$ cat config.mk
export PLATFORM = sky130hd
export DESIGN_NAME = multichannel_duty_cycle_meter
export DESIGN_NICKNAME = d
export VERILOG_FILES = /design/src/rtl/dcm_pkg.sv /design/src/rtl/dcm_fifo.sv /design/src/rtl/dcm_core.sv /design/src/rtl/multichannel_duty_cycle_meter.sv
export SDC_FILE = /design/constraint.sdc
export NUM_CORES = 1
export LEC_CHECK = 0
export BUFFER_PORTS_ARGS = -buffer_cell sky130_fd_sc_hd__buf_2
export CAP_MARGIN = 40
export CORE_MARGIN = 2
export CORE_UTILIZATION = 65
export CTS_CLUSTER_SIZE = 30
export DETAILED_ROUTE_END_ITERATION = 8
export PLACE_DENSITY = 0.83
export SYNTH_ARGS = -nofsm -noshare
export SYNTH_HDL_FRONTEND = slang
export SYNTH_HIERARCHICAL = 1
export SYNTH_SLANG_ARGS = --single-unit
$ cat constraint.sdc
create_clock -name clk -period 14.33 [get_ports clk]
set_clock_uncertainty 0.05 [all_clocks]
set_input_delay 2.866 -clock clk [delete_from_list [all_inputs] [get_ports clk]]
set_output_delay 2.866 -clock clk [all_outputs]
set_load 0.1 [all_outputs]
$ cat src/rtl/dcm_pkg.sv
// Shared types and constants for the multichannel duty cycle meter.
`default_nettype none

package dcm_pkg;

  localparam int DEF_MAX_CHANNELS = 8;
  localparam int DEF_COUNT_BITS   = 16;

  localparam int QUEUE_DEPTH    = 2;
  localparam int QUEUE_PTR_BITS = 1;

  localparam int CFG_INDEX_BITS = 2;
  localparam int CFG_DATA_BITS  = 16;

  localparam logic [CFG_INDEX_BITS-1:0] REG_WINDOW_PERIOD = 2'd0;
  localparam logic [CFG_INDEX_BITS-1:0] REG_WINDOWS       = 2'd1;
  localparam logic [CFG_INDEX_BITS-1:0] REG_CHANNEL_COUNT = 2'd2;
  localparam logic [CFG_INDEX_BITS-1:0] REG_RESULT_GAIN   = 2'd3;

  localparam logic [15:0] RST_WINDOW_PERIOD = 16'd4000;
  localparam logic [4:0]  RST_WINDOWS       = 5'd2;
  localparam logic [3:0]  RST_CHANNEL_COUNT = 4'd3;
  localparam logic [15:0] RST_RESULT_GAIN   = 16'd507;

  typedef struct packed {
    logic [15:0] window_period_us;
    logic [4:0]  windows_per_channel;
    logic [3:0]  channel_count;
    logic [15:0] result_gain_q8;
  } cfg_t;

  typedef struct packed {
    logic [31:0] now_us;
    logic [7:0]  pin_levels;
  } item_t;

  typedef struct packed {
    logic [2:0]  channel;
    logic [23:0] duty_value;
    logic        sweep_last;
  } result_t;

endpackage

`default_nettype wire

$ cat src/rtl/dcm_fifo.sv
// Two-entry queue used between the front end, the measurement engine and the result port.
`default_nettype none

module dcm_fifo #(
  parameter int WIDTH = 8
) (
  input  wire logic             clk,
  input  wire logic             rst,
  input  wire logic             push,
  input  wire logic [WIDTH-1:0] din,
  output logic                  full,
  input  wire logic             pop,
  output logic      [WIDTH-1:0] dout,
  output logic                  empty
);

  logic [WIDTH-1:0] mem [dcm_pkg::QUEUE_DEPTH];
  logic [dcm_pkg::QUEUE_PTR_BITS-1:0] wptr;
  logic [dcm_pkg::QUEUE_PTR_BITS-1:0] rptr;
  logic [dcm_pkg::QUEUE_PTR_BITS:0]   count;
  logic do_push;
  logic do_pop;

  assign full    = (count == (dcm_pkg::QUEUE_PTR_BITS+1)'(dcm_pkg::QUEUE_DEPTH));
  assign empty   = (count == '0);
  assign do_push = push && !full;
  assign do_pop  = pop && !empty;
  assign dout    = mem[rptr];

  always_ff @(posedge clk) begin
    if (do_push) begin
      mem[wptr] <= din;
    end
  end

  always_ff @(posedge clk) begin
    if (rst) begin
      wptr  <= '0;
      rptr  <= '0;
      count <= '0;
    end else begin
      if (do_push) begin
        wptr <= wptr + 1'b1;
      end
      if (do_pop) begin
        rptr <= rptr + 1'b1;
      end
      if (do_push && !do_pop) begin
        count <= count + 1'b1;
      end else if (do_pop && !do_push) begin
        count <= count - 1'b1;
      end
    end
  end

endmodule

`default_nettype wire

$ cat src/rtl/dcm_core.sv
// Measurement engine: window timing, low-sample counting, averaging divider and gain.
`default_nettype none

module dcm_core #(
  parameter int MAX_CHANNELS = dcm_pkg::DEF_MAX_CHANNELS,
  parameter int COUNT_BITS   = dcm_pkg::DEF_COUNT_BITS
) (
  input  wire logic            clk,
  input  wire logic            rst,
  input  wire dcm_pkg::cfg_t   cfg,
  input  wire logic            in_valid,
  input  wire dcm_pkg::item_t  item,
  output logic                 in_pop,
  input  wire logic            out_full,
  output logic                 out_push,
  output dcm_pkg::result_t     result
);

  localparam int IW  = (MAX_CHANNELS > 1) ? $clog2(MAX_CHANNELS) : 1;
  localparam int SW  = COUNT_BITS + 4;
  localparam int DCW = $clog2(SW + 1);
  localparam int PW  = SW + 16;
  localparam int XW  = (PW > 32) ? PW : 33;

  typedef enum logic [3:0] {
    ST_IDLE = 4'b0001,
    ST_DIV  = 4'b0010,
    ST_MUL  = 4'b0100,
    ST_OUT  = 4'b1000
  } state_t;

  state_t state;

  logic                  measuring;
  logic [IW-1:0]         channel_index;
  logic [31:0]           window_start;
  logic [COUNT_BITS-1:0] low_samples;
  logic [4:0]            windows_done;
  logic [SW-1:0]         window_sum;

  logic [SW-1:0]   quo;
  logic [4:0]      rem;
  logic [4:0]      divisor;
  logic [DCW-1:0]  div_count;
  logic [15:0]     gain;
  logic [PW-1:0]   product;
  logic [2:0]      res_channel;
  logic            res_last;

  logic [4:0]      nwin;
  logic [5:0]      cnt6;
  logic [5:0]      nch;
  logic [31:0]     elapsed;
  logic            in_window;
  logic            pin_low;
  logic [SW:0]     sum_wide;
  logic [SW-1:0]   sum_sat;
  logic [4:0]      wd_inc;
  logic            last;
  logic [5:0]      trial;
  logic [XW-1:0]   prod_x;

  always_comb begin
    if (cfg.windows_per_channel == 5'd0) begin
      nwin = 5'd1;
    end else if (cfg.windows_per_channel > 5'd16) begin
      nwin = 5'd16;
    end else begin
      nwin = cfg.windows_per_channel;
    end
    cnt6 = 6'(cfg.channel_count);
    if (cnt6 == 6'd0) begin
      nch = 6'd1;
    end else if (cnt6 > 6'(MAX_CHANNELS)) begin
      nch = 6'(MAX_CHANNELS);
    end else begin
      nch = cnt6;
    end
  end

  assign elapsed   = item.now_us - window_start;
  assign in_window = elapsed < {16'd0, cfg.window_period_us};
  assign pin_low   = (6'(channel_index) < 6'd8) && !item.pin_levels[3'(channel_index)];
  assign sum_wide  = (SW+1)'(window_sum) + (SW+1)'(low_samples);
  assign sum_sat   = sum_wide[SW] ? '1 : sum_wide[SW-1:0];
  assign wd_inc    = (windows_done == 5'd31) ? windows_done : windows_done + 5'd1;
  assign last      = (7'(channel_index) + 7'd1) >= 7'(nch);
  assign trial     = {rem, quo[SW-1]};
  assign prod_x    = XW'(product);

  assign in_pop   = (state == ST_IDLE) && in_valid;
  assign out_push = (state == ST_OUT) && !out_full;

  always_comb begin
    result.channel    = res_channel;
    result.sweep_last = res_last;
    result.duty_value = (prod_x[XW-1:32] != '0) ? 24'hFFFFFF : prod_x[31:8];
  end

  always_ff @(posedge clk) begin
    if (rst) begin
      state         <= ST_IDLE;
      measuring     <= 1'b0;
      channel_index <= '0;
      window_start  <= '0;
      low_samples   <= '0;
      windows_done  <= '0;
      window_sum    <= '0;
    end else begin
      unique case (state)
        ST_IDLE: begin
          if (in_valid) begin
            if (!measuring) begin
              window_start <= item.now_us;
              measuring    <= 1'b1;
            end else if (in_window) begin
              if (pin_low && (low_samples != '1)) begin
                low_samples <= low_samples + 1'b1;
              end
            end else begin
              window_start <= item.now_us;
              low_samples  <= '0;
              if (wd_inc < nwin) begin
                window_sum   <= sum_sat;
                windows_done <= wd_inc;
              end else begin
                window_sum    <= '0;
                windows_done  <= '0;
                measuring     <= 1'b0;
                channel_index <= last ? '0 : channel_index + 1'b1;
                state         <= ST_DIV;
              end
            end
          end
        end
        ST_DIV: begin
          if (div_count == DCW'(1)) begin
            state <= ST_MUL;
          end
        end
        ST_MUL: begin
          state <= ST_OUT;
        end
        ST_OUT: begin
          if (!out_full) begin
            state <= ST_IDLE;
          end
        end
      endcase
    end
  end

  always_ff @(posedge clk) begin
    unique case (state)
      ST_IDLE: begin
        quo         <= sum_sat;
        rem         <= '0;
        divisor     <= nwin;
        div_count   <= DCW'(SW);
        gain        <= cfg.result_gain_q8;
        res_channel <= 3'(channel_index);
        res_last    <= last;
      end
      ST_DIV: begin
        if (trial >= {1'b0, divisor}) begin
          rem <= 5'(trial - {1'b0, divisor});
          quo <= {quo[SW-2:0], 1'b1};
        end else begin
          rem <= trial[4:0];
          quo <= {quo[SW-2:0], 1'b0};
        end
        div_count <= div_count - 1'b1;
      end
      ST_MUL: begin
        product <= PW'(quo) * PW'(gain);
      end
      ST_OUT: begin
      end
    endcase
  end

endmodule

`default_nettype wire

$ cat src/rtl/multichannel_duty_cycle_meter.sv
// Top level of the multichannel duty cycle meter.
//
// Each pushed transaction is one sampling call (timestamp and pin levels) and lands in a
// two-entry input queue; the measurement engine drains it one call per cycle while the
// call only opens, extends or closes a window. The call that completes a channel holds
// the engine while it takes the call, runs the bit-serial divide of the window sum by the
// window count, applies the gain multiply and writes the two-entry result queue, waiting
// while that queue is full. Results are popped from the result queue; sweep_last marks
// the final channel of each sweep.
`default_nettype none

module multichannel_duty_cycle_meter #(
  parameter int MAX_CHANNELS = dcm_pkg::DEF_MAX_CHANNELS,
  parameter int COUNT_BITS   = dcm_pkg::DEF_COUNT_BITS
) (
  input  wire logic                                clk,
  input  wire logic                                rst,
  input  wire logic                                cfg_we,
  input  wire logic [dcm_pkg::CFG_INDEX_BITS-1:0]  cfg_index,
  input  wire logic [dcm_pkg::CFG_DATA_BITS-1:0]   cfg_data,
  input  wire logic                                push,
  output logic                                     full,
  input  wire logic [31:0]                         now_us,
  input  wire logic [7:0]                          pin_levels,
  output logic                                     empty,
  input  wire logic                                pop,
  output logic      [2:0]                          channel,
  output logic      [23:0]                         duty_value,
  output logic                                     sweep_last
);

  dcm_pkg::cfg_t    cfg;
  dcm_pkg::item_t   in_item;
  dcm_pkg::item_t   q_item;
  dcm_pkg::result_t core_res;
  dcm_pkg::result_t out_res;
  logic             in_empty;
  logic             in_pop;
  logic             out_full;
  logic             out_push;

  always_ff @(posedge clk) begin
    if (rst) begin
      cfg.window_period_us    <= dcm_pkg::RST_WINDOW_PERIOD;
      cfg.windows_per_channel <= dcm_pkg::RST_WINDOWS;
      cfg.channel_count       <= dcm_pkg::RST_CHANNEL_COUNT;
      cfg.result_gain_q8      <= dcm_pkg::RST_RESULT_GAIN;
    end else if (cfg_we) begin
      unique case (cfg_index)
        dcm_pkg::REG_WINDOW_PERIOD: cfg.window_period_us    <= cfg_data;
        dcm_pkg::REG_WINDOWS:       cfg.windows_per_channel <= cfg_data[4:0];
        dcm_pkg::REG_CHANNEL_COUNT: cfg.channel_count       <= cfg_data[3:0];
        dcm_pkg::REG_RESULT_GAIN:   cfg.result_gain_q8      <= cfg_data;
      endcase
    end
  end

  assign in_item.now_us     = now_us;
  assign in_item.pin_levels = pin_levels;

  dcm_fifo #(
    .WIDTH($bits(dcm_pkg::item_t))
  ) u_in_q (
    .clk  (clk),
    .rst  (rst),
    .push (push),
    .din  (in_item),
    .full (full),
    .pop  (in_pop),
    .dout (q_item),
    .empty(in_empty)
  );

  dcm_core #(
    .MAX_CHANNELS(MAX_CHANNELS),
    .COUNT_BITS  (COUNT_BITS)
  ) u_core (
    .clk     (clk),
    .rst     (rst),
    .cfg     (cfg),
    .in_valid(!in_empty),
    .item    (q_item),
    .in_pop  (in_pop),
    .out_full(out_full),
    .out_push(out_push),
    .result  (core_res)
  );

  dcm_fifo #(
    .WIDTH($bits(dcm_pkg::result_t))
  ) u_out_q (
    .clk  (clk),
    .rst  (rst),
    .push (out_push),
    .din  (core_res),
    .full (out_full),
    .pop  (pop),
    .dout (out_res),
    .empty(empty)
  );

  assign channel    = out_res.channel;
  assign duty_value = out_res.duty_value;
  assign sweep_last = out_res.sweep_last;

endmodule

`default_nettype wire

==> metrics.yaml, run 1 <==
netlist.area_leader.share_pct: 24.12
yosys.area.top_type: "edfxtp_1"
worst_ep_required_time_ps: 14650
via_per_inst: 5.907
first_pass_iters: 6
fmax_ghz: 0.1297
cts.clk_slew.worst_paths_ps: 70
dp_slack_ps: 6696
area_growth_pct: 7.550
crit_arrival_ps: 8030
cts_root_buf: "clkbuf_16"
setup_ws_ps: 6619
final_layout_size_suffix_gt1_share_pct: 10.05
synth_top_cells_by_area: "edfxtp_1, fa_1, dfxtp_1"
whs_ps: 374.5
yosys.cell_count.top_type: "inv_1"
antenna_cells: 0
core_area_um2: 41670
fin_nets: 3218
crit_fanout: 20
h-tree-depth: 2
yosysSeqAreaShare_pct: 33.82
drv_cap: 0
n_fill_cell: 2954
avgSynthCellArea_um2: 10.15
final-max-slew-violation-count: 0
rsz0062_at_grt: "no"
grt_max_degree: 88
floorplan.initialDensity_pct: 65.43
synthDistinctLibCells: 88
cts_tree: "yes"
crit_type: "flip-flop to flip-flop"
fin_crit_ps: 7711
gr-usage-all-layers_pct: 28.07
first_iter_violations: 1516
insertion_delay_ps: 580
period_share_pct: 53.81
yosys_warnings: 6
slew_headroom_pct: 38.67
cts_hold_buf: 0
status: "complete, no violations"
grt_pass1_vias: 20596
final_cell_count_no_fill: 3285
tns_ps: 0
ant_nets: 0
antenna_found_initial: 0
post_drt_wl_per_cell_um: 18.26
rows: 75
syn_inst: 2687
synth-main-ff-cell: "edfxtp_1"
gp_congestion: 0.9097
grt_overflow: 0
worst_pin_slew_ps: 919.9
cts.repair.resized: 0
clock_tree.buffer_depth: 3
worstHoldPathType: "flip-flop to flip-flop"
finalWirelength_mm: 60.00
die_w_um: 208.8
io-pin-count: 93
synth_area_um2: 27260
cts_made_buffers: 38
vias: 19406
cts_setup_buffers: 0
io_buffers: 92
die-area_um2: 43590
die_h_um: 208.8
grt_pass1_wl_mm: 99.48
finalSetupViolations: 0
yosys_register_bits: 351
synth_commonest_cells: "inv_1, fa_1, nand2_1"
synth_edf_count: 219
hpwl_mm: 45.80
crit_path_end_kind: "flip-flop"
dp_cells: 3215
syn_nets: 3189
async_flop_share_pct: 0
startpoint_type: "flip-flop"
finalHoldViolCount: 0
drc: 0
clkSinkCount: 351
-- metrics by stage --
step | cell area, µm² | utilization (%)
floorplan | 27260 | -
global placement | 27990 | 67.17
detailed placement | 28100 | 67.44
CTS | 29320 | 70.37
global route | 29320 | 70.37
finish | 29320 | 70.37
-- layer usage --
layer | GRT usage [%] | vias up | routed length [µm]
li1 | - | 9055 | -
met1 | 33.33 | 9551 | 24110
met2 | 51.74 | 645 | 30940
met3 | 4.118 | 155 | 3031
met4 | 10.15 | 0 | 1914
met5 | 0 | - | 0
-- layout by cell type (no fill, tap or decap), types with 27 or more instances in the layout --
| cell | netlist | final |
|---|---|---|
| a21oi_1 | 97 | 96 |
| a21o_1 | 29 | 29 |
| edfxtp_1 | 219 | 219 |
| o2111ai_1 | 36 | 36 |
| o31ai_1 | 42 | 42 |
| inv_1 | 388 | 388 |
| mux2i_1 | 45 | 45 |
| fa_1 | 252 | 252 |
| ha_1 | 187 | 187 |
| nor2_1 | 168 | 168 |
| xor2_1 | 27 | 27 |
| mux2_2 | 71 | 71 |
| xnor2_1 | 47 | 47 |
| clkbuf_16 | 0 | 38 |
| nand2_1 | 238 | 238 |
| dfxtp_1 | 132 | 132 |
| o21ai_0 | 44 | 44 |
| nand2b_1 | 71 | 71 |
| and2_1 | 166 | 165 |
| nor3_1 | 40 | 39 |
| buf_2 | 12 | 91 |
-- critical path, stage by stage, from the launching register on --
cell	delay [ps]
edfxtp_1	870
nand2_1	180
fa_1	580
fa_1	440
fa_1	510
inv_1	50
fa_1	470
fa_1	560
inv_1	60
fa_1	530
inv_1	40
ha_1	370
nand4_1	150
a2111oi_0	760
o2111ai_1	420
a21oi_1	450
nand3_1	150
a21oi_1	290
and2_1	210
o21ai_0	80
a221oi_1	280
-- sequential cells by signal, indices dropped and copies added, names as in the netlist, 2 cells and up, named ones only --
signal,flops
u_core/window_start,32
u_core/divisor,5
u_core/low_samples,16
u_core/window_sum,20
u_out_q/count,2
u_core/gain,16
u_in_q/mem,80
u_core/windows_done,5
u_out_q/mem,56
u_core/channel_index,3
u_core/res_channel,3
u_core/prod_x,28
u_core/state,4
u_core/quo,20
cfg,41
u_in_q/count,2
u_core/div_count,5
u_core/rem,5
-- path summary, 6_finish.rpt --
path	startpoint	endpoint	cells past startpoint	slack (ps)
setup reg to reg	u_core/gain[3]	u_core/prod_x[33]	20	6620
hold reg to reg	cfg[4]	u_core/gain[4]	0	370
hold / removal	cfg[4]	u_core/gain[4]	0	370
setup / recovery	u_core/gain[3]	u_core/prod_x[33]	20	6620
-- kinds of logic after synthesis --
kind of cell,Yosys count,share of synthesized area (%)
AOI/OAI and AO/OA,381,9.666
xor gates and xnor gates,74,2.378
adders and majority gates,439,27.09
buffers and inverters,509,7.261
DFF,351,33.82
muxes,118,4.751
and+or+nand+nor,815,15.04
-- final cells by class --
cell class | instances | area, µm² | share of cell area (%)
multi-input combinational | 1827 | 16080 | 54.86
sequential | 351 | 9219 | 31.44
inverter | 388 | 1456 | 4.968
clock buffer | 51 | 1010 | 3.444
tap | 539 | 674.4 | 2.300
timing repair buffer | 110 | 665.6 | 2.270
clock inverter | 19 | 209.0 | 0.7127
Power of run 1 is not shown: default switching activity piles up to over one toggle a cycle in this logic, so the estimate is an artifact.
==> run 2, diff against run 1 <==
--- a/config.mk
+++ b/config.mk
@@ -8,10 +8,10 @@
 export BUFFER_PORTS_ARGS = -buffer_cell sky130_fd_sc_hd__buf_2
 export CAP_MARGIN = 40
 export CORE_MARGIN = 2
-export CORE_UTILIZATION = 65
+export CORE_UTILIZATION = 58
 export CTS_CLUSTER_SIZE = 30
 export DETAILED_ROUTE_END_ITERATION = 8
-export PLACE_DENSITY = 0.83
+export PLACE_DENSITY = 0.78
 export SYNTH_ARGS = -nofsm -noshare
 export SYNTH_HDL_FRONTEND = slang
 export SYNTH_HIERARCHICAL = 1
==> constraint.sdc (replaced) <==
create_clock -name clk -period 6.9 [get_ports clk]
set_clock_uncertainty 0.05 [all_clocks]
set_input_delay 1.38 -clock clk [delete_from_list [all_inputs] [get_ports clk]]
set_output_delay 1.38 -clock clk [all_outputs]
set_load 0.1 [all_outputs]
==> metrics.yaml, run 2 (synthesized netlist as in run 1, its figures left out) <==
r2r_slack_ps: 210  # -6410 ps
utilization_pct: 65.63  # -4.7 points
core_area_um2: 46460  # +12%
h-tree-depth: 2  # unchanged
cts_hold_buf: 0  # unchanged
floorplan.initialDensity_pct: 58.68  # -6.7 points
top_usage_layer: "met2"
clkSinkCount: 351  # unchanged
finalHoldViolCount: 0  # unchanged
ff2ff_path_depth: 23  # +15%
status: "complete, no violations"
met3_usage_pct: 3.120  # -1.0 points
worst_ep_required_time_ps: 7160  # -7490 ps
fin_nets: 3335  # +3.6%
min_path_cells: 0  # unchanged
crit_type: "flip-flop to flip-flop"
final_layout_size_suffix_gt1_share_pct: 14.33  # +4.3 points
crit_start: "u_core/quo[12]"
die-area_um2: 48750  # +12%
finalSetupViolations: 0  # unchanged
gr-usage-all-layers_pct: 26.23  # -1.8 points
rr_startpoint: "u_core/quo[12]"
via_per_inst: 5.706  # -3.4%
antenna_cells: 0  # unchanged
io_buffers: 92  # unchanged
post_drt_wl_per_cell_um: 18.03  # -1.3%
grt_pass1_vias: 20684  # +0.43%
crit_arrival_ps: 6950  # -1080 ps
final_cell_mix: "inv_1, fa_1, nand2_1"
first_iter_violations: 1230  # -19%
first_pass_iters: 8  # +2
drv_cap: 0  # unchanged
cp.depth: 23  # +15%
grt_max_degree: 94  # +6.8%
grt_util_met2_pct: 47.26  # -4.5 points
cts_tree: "yes"
final-max-slew-violation-count: 0  # unchanged
die_h_um: 220.8  # +5.7%
cts.clk_slew.worst_paths_ps: 60  # about the same
largest_register_ffs: 80  # unchanged
grt_pass1_wl_mm: 101.9  # +2.4%
clock_tree.buffer_depth: 3  # unchanged
max_stage_delay_ps: 580  # -290 ps
ant_nets: 0  # unchanged
vias: 19793  # +2.0%
tns_ps: 0  # unchanged
startpoint_type: "flip-flop"
rows: 79  # +5.3%
slew_headroom_pct: 40.79  # +2.1 points
crit_slowest_cell: "fa_1"
top_regs: "u_in_q/mem (80), u_out_q/mem (56), cfg (41)"
antenna_found_initial: 0  # unchanged
period_share_pct: 96.96  # +43 points
cpMostUsedCell: "fa_1"
gp_congestion: 0.9050  # -0.52%
area_growth_pct: 11.85
crit_path_end: "u_core/prod_x[35]"
cts_root_buf: "clkbuf_16"
drc: 0  # unchanged
n_fill_cell: 3524  # +19%
crit_path_end_kind: "flip-flop"
fmax_ghz: 0.1495  # +15%
worst_pin_slew_ps: 888.2  # -31.73 ps
timing.rr.end: "u_core/prod_x[35]"
hpwl_mm: 47.58  # +3.9%
worstHoldPathType: "flip-flop to flip-flop"
critical-path-top-delay-family: "adder cells"
cts_made_buffers: 39  # +2.6%
largest-register: "u_in_q/mem"
finalWirelength_mm: 62.54  # +4.2%
crit_fanout: 7  # -65%
io-pin-count: 93  # unchanged
insertion_delay_ps: 600  # +20 ps
fin_crit_ps: 6690  # -1020 ps
grt_overflow: 0  # unchanged
final_common_cell: "inv_1"
multi_input_area_um2: 16180  # +0.61%
met1_usage_pct: 31.45  # -1.9 points
die_w_um: 220.8  # +5.7%
path_cells: "buf_6 -> nand2_1 -> fa_1 -> inv_1 -> fa_1 -> fa_1 -> fa_1 -> fa_1 -> inv_1 -> fa_1 -> inv_1 -> ha_1 -> a21o_1 -> a21o_1 -> a21o_1 -> a21oi_1 -> o21bai_1 -> a21o_1 -> nor3_1 -> a21oi_2 -> a211o_1 -> a21oi_2 -> xnor2_1"
critPathBufInv: 4  # +1
regArea_um2: 9220  # about the same
==> run 2: cell count changes in the layout (fill, tap and decap cells not counted), sizes merged <==
cell / change
buf: +116
inv: +1
bufinv: +1
clkbuf: +3
clkinv: -5
==> run 2: layout make-up <==
cell class | instances | share of cell area [%]
multi-input combinational | 1827 | 53.07
sequential | 351 | 30.24
timing repair buffer | 226 | 5.129
inverter | 388 | 4.777
clock buffer | 54 | 3.517
tap | 607 | 2.491
clock inverter | 16 | 0.7756
==> run 2: how the worst min path moves through the flow <==
stage | to | slack [ps] | startpoint
global route | u_core/gain[11] | 380 | cfg[11]
global placement | u_core/gain[1] | 370 | cfg[1]
detailed placement | u_core/gain[10] | 370 | cfg[10]
CTS | u_core/gain[11] | 370 | cfg[11]
floorplan | u_core/gain[0] | 360 | cfg[0]
finish | u_core/gain[11] | 380 | cfg[11]
==> run 2: routing by layer <==
layer	routed length (µm)	vias up	part of all wire (%)
met5	0	-	0
met2	31920	642	51
met3	3010	173	4.8
li1	-	9278	-
met1	25010	9700	40
met4	2599	0	4.2
==> run 2: timing repair <==
item                       CTS  global route
hold endpoints to repair     0             0
pin swaps                    0             5
buffers inserted            30            26
gates resized for setup      2            28
cloned                       0             1
setup endpoints to repair    5            16
==> run 2: per-stage QoR <==
step	area [µm²]	std cells	hold slack (ps)	setup WS, ps
2_1_floorplan	27260	2687	359.0	445.9
3_3_place_gp	28580	3339	366.9	62.27
3_5_place_dp	28630	3342	371.8	-187.4
4_1_cts	30170	3442	371.9	3.136
5_1_grt	30490	3469	383.9	-117.0
6_report	30490	3469	376.4	209.6
Power of run 2 is left out for the same reason.
==> run 3, diff against run 2 <==
--- a/config.mk
+++ b/config.mk
@@ -5,6 +5,7 @@
 export SDC_FILE = /design/constraint.sdc
 export NUM_CORES = 1
 export LEC_CHECK = 0
+export ABC_AREA = 1
 export BUFFER_PORTS_ARGS = -buffer_cell sky130_fd_sc_hd__buf_2
 export CAP_MARGIN = 40
 export CORE_MARGIN = 2
==> metrics.yaml, run 3 <==
synth-xor-area-share_pct: 2.070  # -0.31 points
crit_slowest_cell: "edfxtp_1"
final-max-slew-violation-count: 0  # unchanged
final_cell_mix: "nand2_1, inv_1, fa_1"
finalSetupViolations: 0  # unchanged
gp_congestion: 0.9454  # +4.5%
avgSynthCellArea_um2: 8.242  # -19%
fin_nets: 4075  # +22%
worstHoldPathType: "flip-flop to flip-flop"
largest-register: "u_in_q/mem"
synth_commonest_cells: "nand2_1, inv_1, fa_1"
finalHoldViolCount: 0  # unchanged
worst_ep_required_time_ps: 7140  # -20 ps
final_layout_size_suffix_gt1_share_pct: 8.743  # -5.6 points
first_pass_iters: 6  # -2
post_drt_wl_per_cell_um: 15.35  # -15%
synthMuxAreaShare_pct: 2.880  # -1.9 points
gr-usage-all-layers_pct: 25.72  # -0.51 points
area_growth_pct: 7.333
insertion_delay_ps: 570  # -30 ps
startpoint_type: "flip-flop"
syn_inst: 3542  # +32%
status: "complete, no violations"
hpwl_mm: 51.93  # +9.1%
drc: 0  # unchanged
path_cells: "nand2_1 -> fa_1 -> inv_1 -> fa_1 -> inv_1 -> fa_1 -> inv_1 -> fa_1 -> fa_1 -> inv_1 -> fa_1 -> inv_1 -> ha_1 -> nand2_1 -> nor2_1 -> nand4_1 -> o21ai_0 -> nand2_1 -> nand2_1 -> nand2_1 -> nand2_1 -> a21oi_1 -> xnor2_1"
crit_fanout: 17  # +10
yosys_register_bits: 351  # unchanged
cts_hold_buf: 0  # unchanged
synth_area_um2: 29190  # +7.1%
netlist.area_leader.share_pct: 22.53  # -1.6 points
cts_setup_buffers: 0  # -100%
grt_overflow: 0  # unchanged
n_fill_cell: 4332  # +23%
syn_nets: 4044  # +27%
clkSinkCount: 351  # unchanged
yosys.cell_count.top_type: "nand2_1"
crit_type: "flip-flop to flip-flop"
cts_root_buf: "clkbuf_16"
crit_arrival_ps: 6560  # -390 ps
first_iter_violations: 1774  # +44%
h-tree-depth: 2  # unchanged
grt_pass1_wl_mm: 109.3  # +7.2%
synth-main-ff-cell: "edfxtp_1"
top_regs: "u_in_q/mem (80), u_out_q/mem (56), cfg (41)"
yosys.area.top_type: "edfxtp_1"
rsz0062_at_grt: "no"
synthSimpleGateAreaFrac_pct: 20.47  # +5.4 points
io-pin-count: 93  # unchanged
slew_headroom_pct: 42.82  # +2.0 points
clock_tree.buffer_depth: 3  # unchanged
core_area_um2: 49970  # +7.6%
drv_cap: 0  # unchanged
tns_ps: 0  # unchanged
yosys_warnings: 6  # unchanged
die_h_um: 228.4  # +3.4%
via_per_inst: 5.243  # -8.1%
finalWirelength_mm: 65.67  # +5.0%
cts_tree: "yes"
final_common_cell: "nand2_1"
max_stage_delay_ps: 790  # +210 ps
largest_register_ffs: 80  # unchanged
cts_made_buffers: 38  # -2.6%
crit_path_end_kind: "flip-flop"
rows: 82  # +3.8%
cts.repair.resized: 0  # -2
floorplan.initialDensity_pct: 58.43  # -0.25 points
async_flop_share_pct: 0  # unchanged
fin_crit_ps: 6321  # -369.2 ps
ant_nets: 0  # unchanged
yosysSeqAreaShare_pct: 31.58  # -2.2 points
cts.clk_slew.worst_paths_ps: 60  # about the same
synthDistinctLibCells: 54  # -39%
antenna_found_initial: 3  # +3
fmax_ghz: 0.1582  # +5.8%
die_w_um: 228.4  # +3.4%
worst_pin_slew_ps: 857.8  # -30.46 ps
synth_top_cells_by_area: "edfxtp_1, fa_1, nand2_1"
synth_edf_count: 219  # unchanged
die-area_um2: 52140  # +7.0%
grt_max_degree: 41  # -56%
synth_top_family_by_area: "adder cells"
synth_compound_area_share_pct: 5.396  # -4.3 points
vias: 22425  # +13%
period_share_pct: 91.61  # -5.4 points
io_buffers: 92  # unchanged
synthAdderAreaFrac_pct: 25.30  # -1.8 points
grt_pass1_vias: 22290  # +7.8%
## run 3: cell count changes after synthesis, moves of 36 or more
cell       change
and2_1       -157
inv_1        +377
nand3_1      +145
mux2i_1       -45
nand2_1      +664
o31ai_1       -42
a21oi_1       +72
o2111ai_1     -36
nand2b_1      -71
## run 3: critical path, delay by kind of cell (launching register included)
family	cells	cell delay (ps)
adder cells (fa/ha/maj)	7	3420
buffers and inverters	5	260
AO/OA/AOI/OAI	2	490
flip-flops	1	790
XOR/XNOR	1	120
AND/OR/NAND/NOR	8	920
## run 3: per-stage QoR
| stage | instance area [µm²] | util (%) | instances | setup WS [ps] | hold WS (ps) |
|---|---|---|---|---|---|
| after detailed placement | 30100 | 60.24 | 4205 | 651.6 | 368.0 |
| after floorplan | 29190 | - | 3542 | 1045 | 358.2 |
| after CTS | 31330 | 62.70 | 4275 | 614.4 | 383.9 |
| after global placement | 30080 | 60.21 | 4204 | 707.9 | 361.5 |
| final | 31330 | 62.71 | 4277 | 578.8 | 382.0 |
| after global routing | 31330 | 62.70 | 4275 | 214.2 | 392.7 |
## run 3: layer usage
layer,global-route usage [%],share of wire (%),vias to the layer above
met1,33.29,42,10607
met3,4.092,6.5,121
li1,-,-,11009
met5,0,0.020,-
met4,8.476,3.0,2
met2,44.22,48,686
## run 3: logic make-up after synthesis
group	Yosys count
adders and majority gates	439
and+or+nand+nor	1416
xor gates and xnor gates	69
muxes	68
AOI/OAI and AO/OA	290
buffers and inverters	909
DFF	351
## run 3: area by class of cell
type                       count  area, µm²  area share, %
sequential                   351       9221          29.43
clock inverter                20      182.7         0.5830
tap                          672      840.8          2.683
antenna                        2      5.005        0.01597
multi-input combinational   2282      16420          52.40
clock buffer                  50       1047          3.342
inverter                     777       2917          9.308
timing repair buffer         123      700.7          2.236
## run 3: final timing paths
check | start | to | cells after the start | slack [ps]
max | u_core/quo[7] | u_core/prod_x[28] | 23 | 580
min | cfg[15] | u_core/gain[15] | 0 | 380
max reg2reg | u_core/quo[7] | u_core/prod_x[28] | 23 | 580
min reg2reg | cfg[15] | u_core/gain[15] | 0 | 380
Power of run 3 is left out for the same reason.
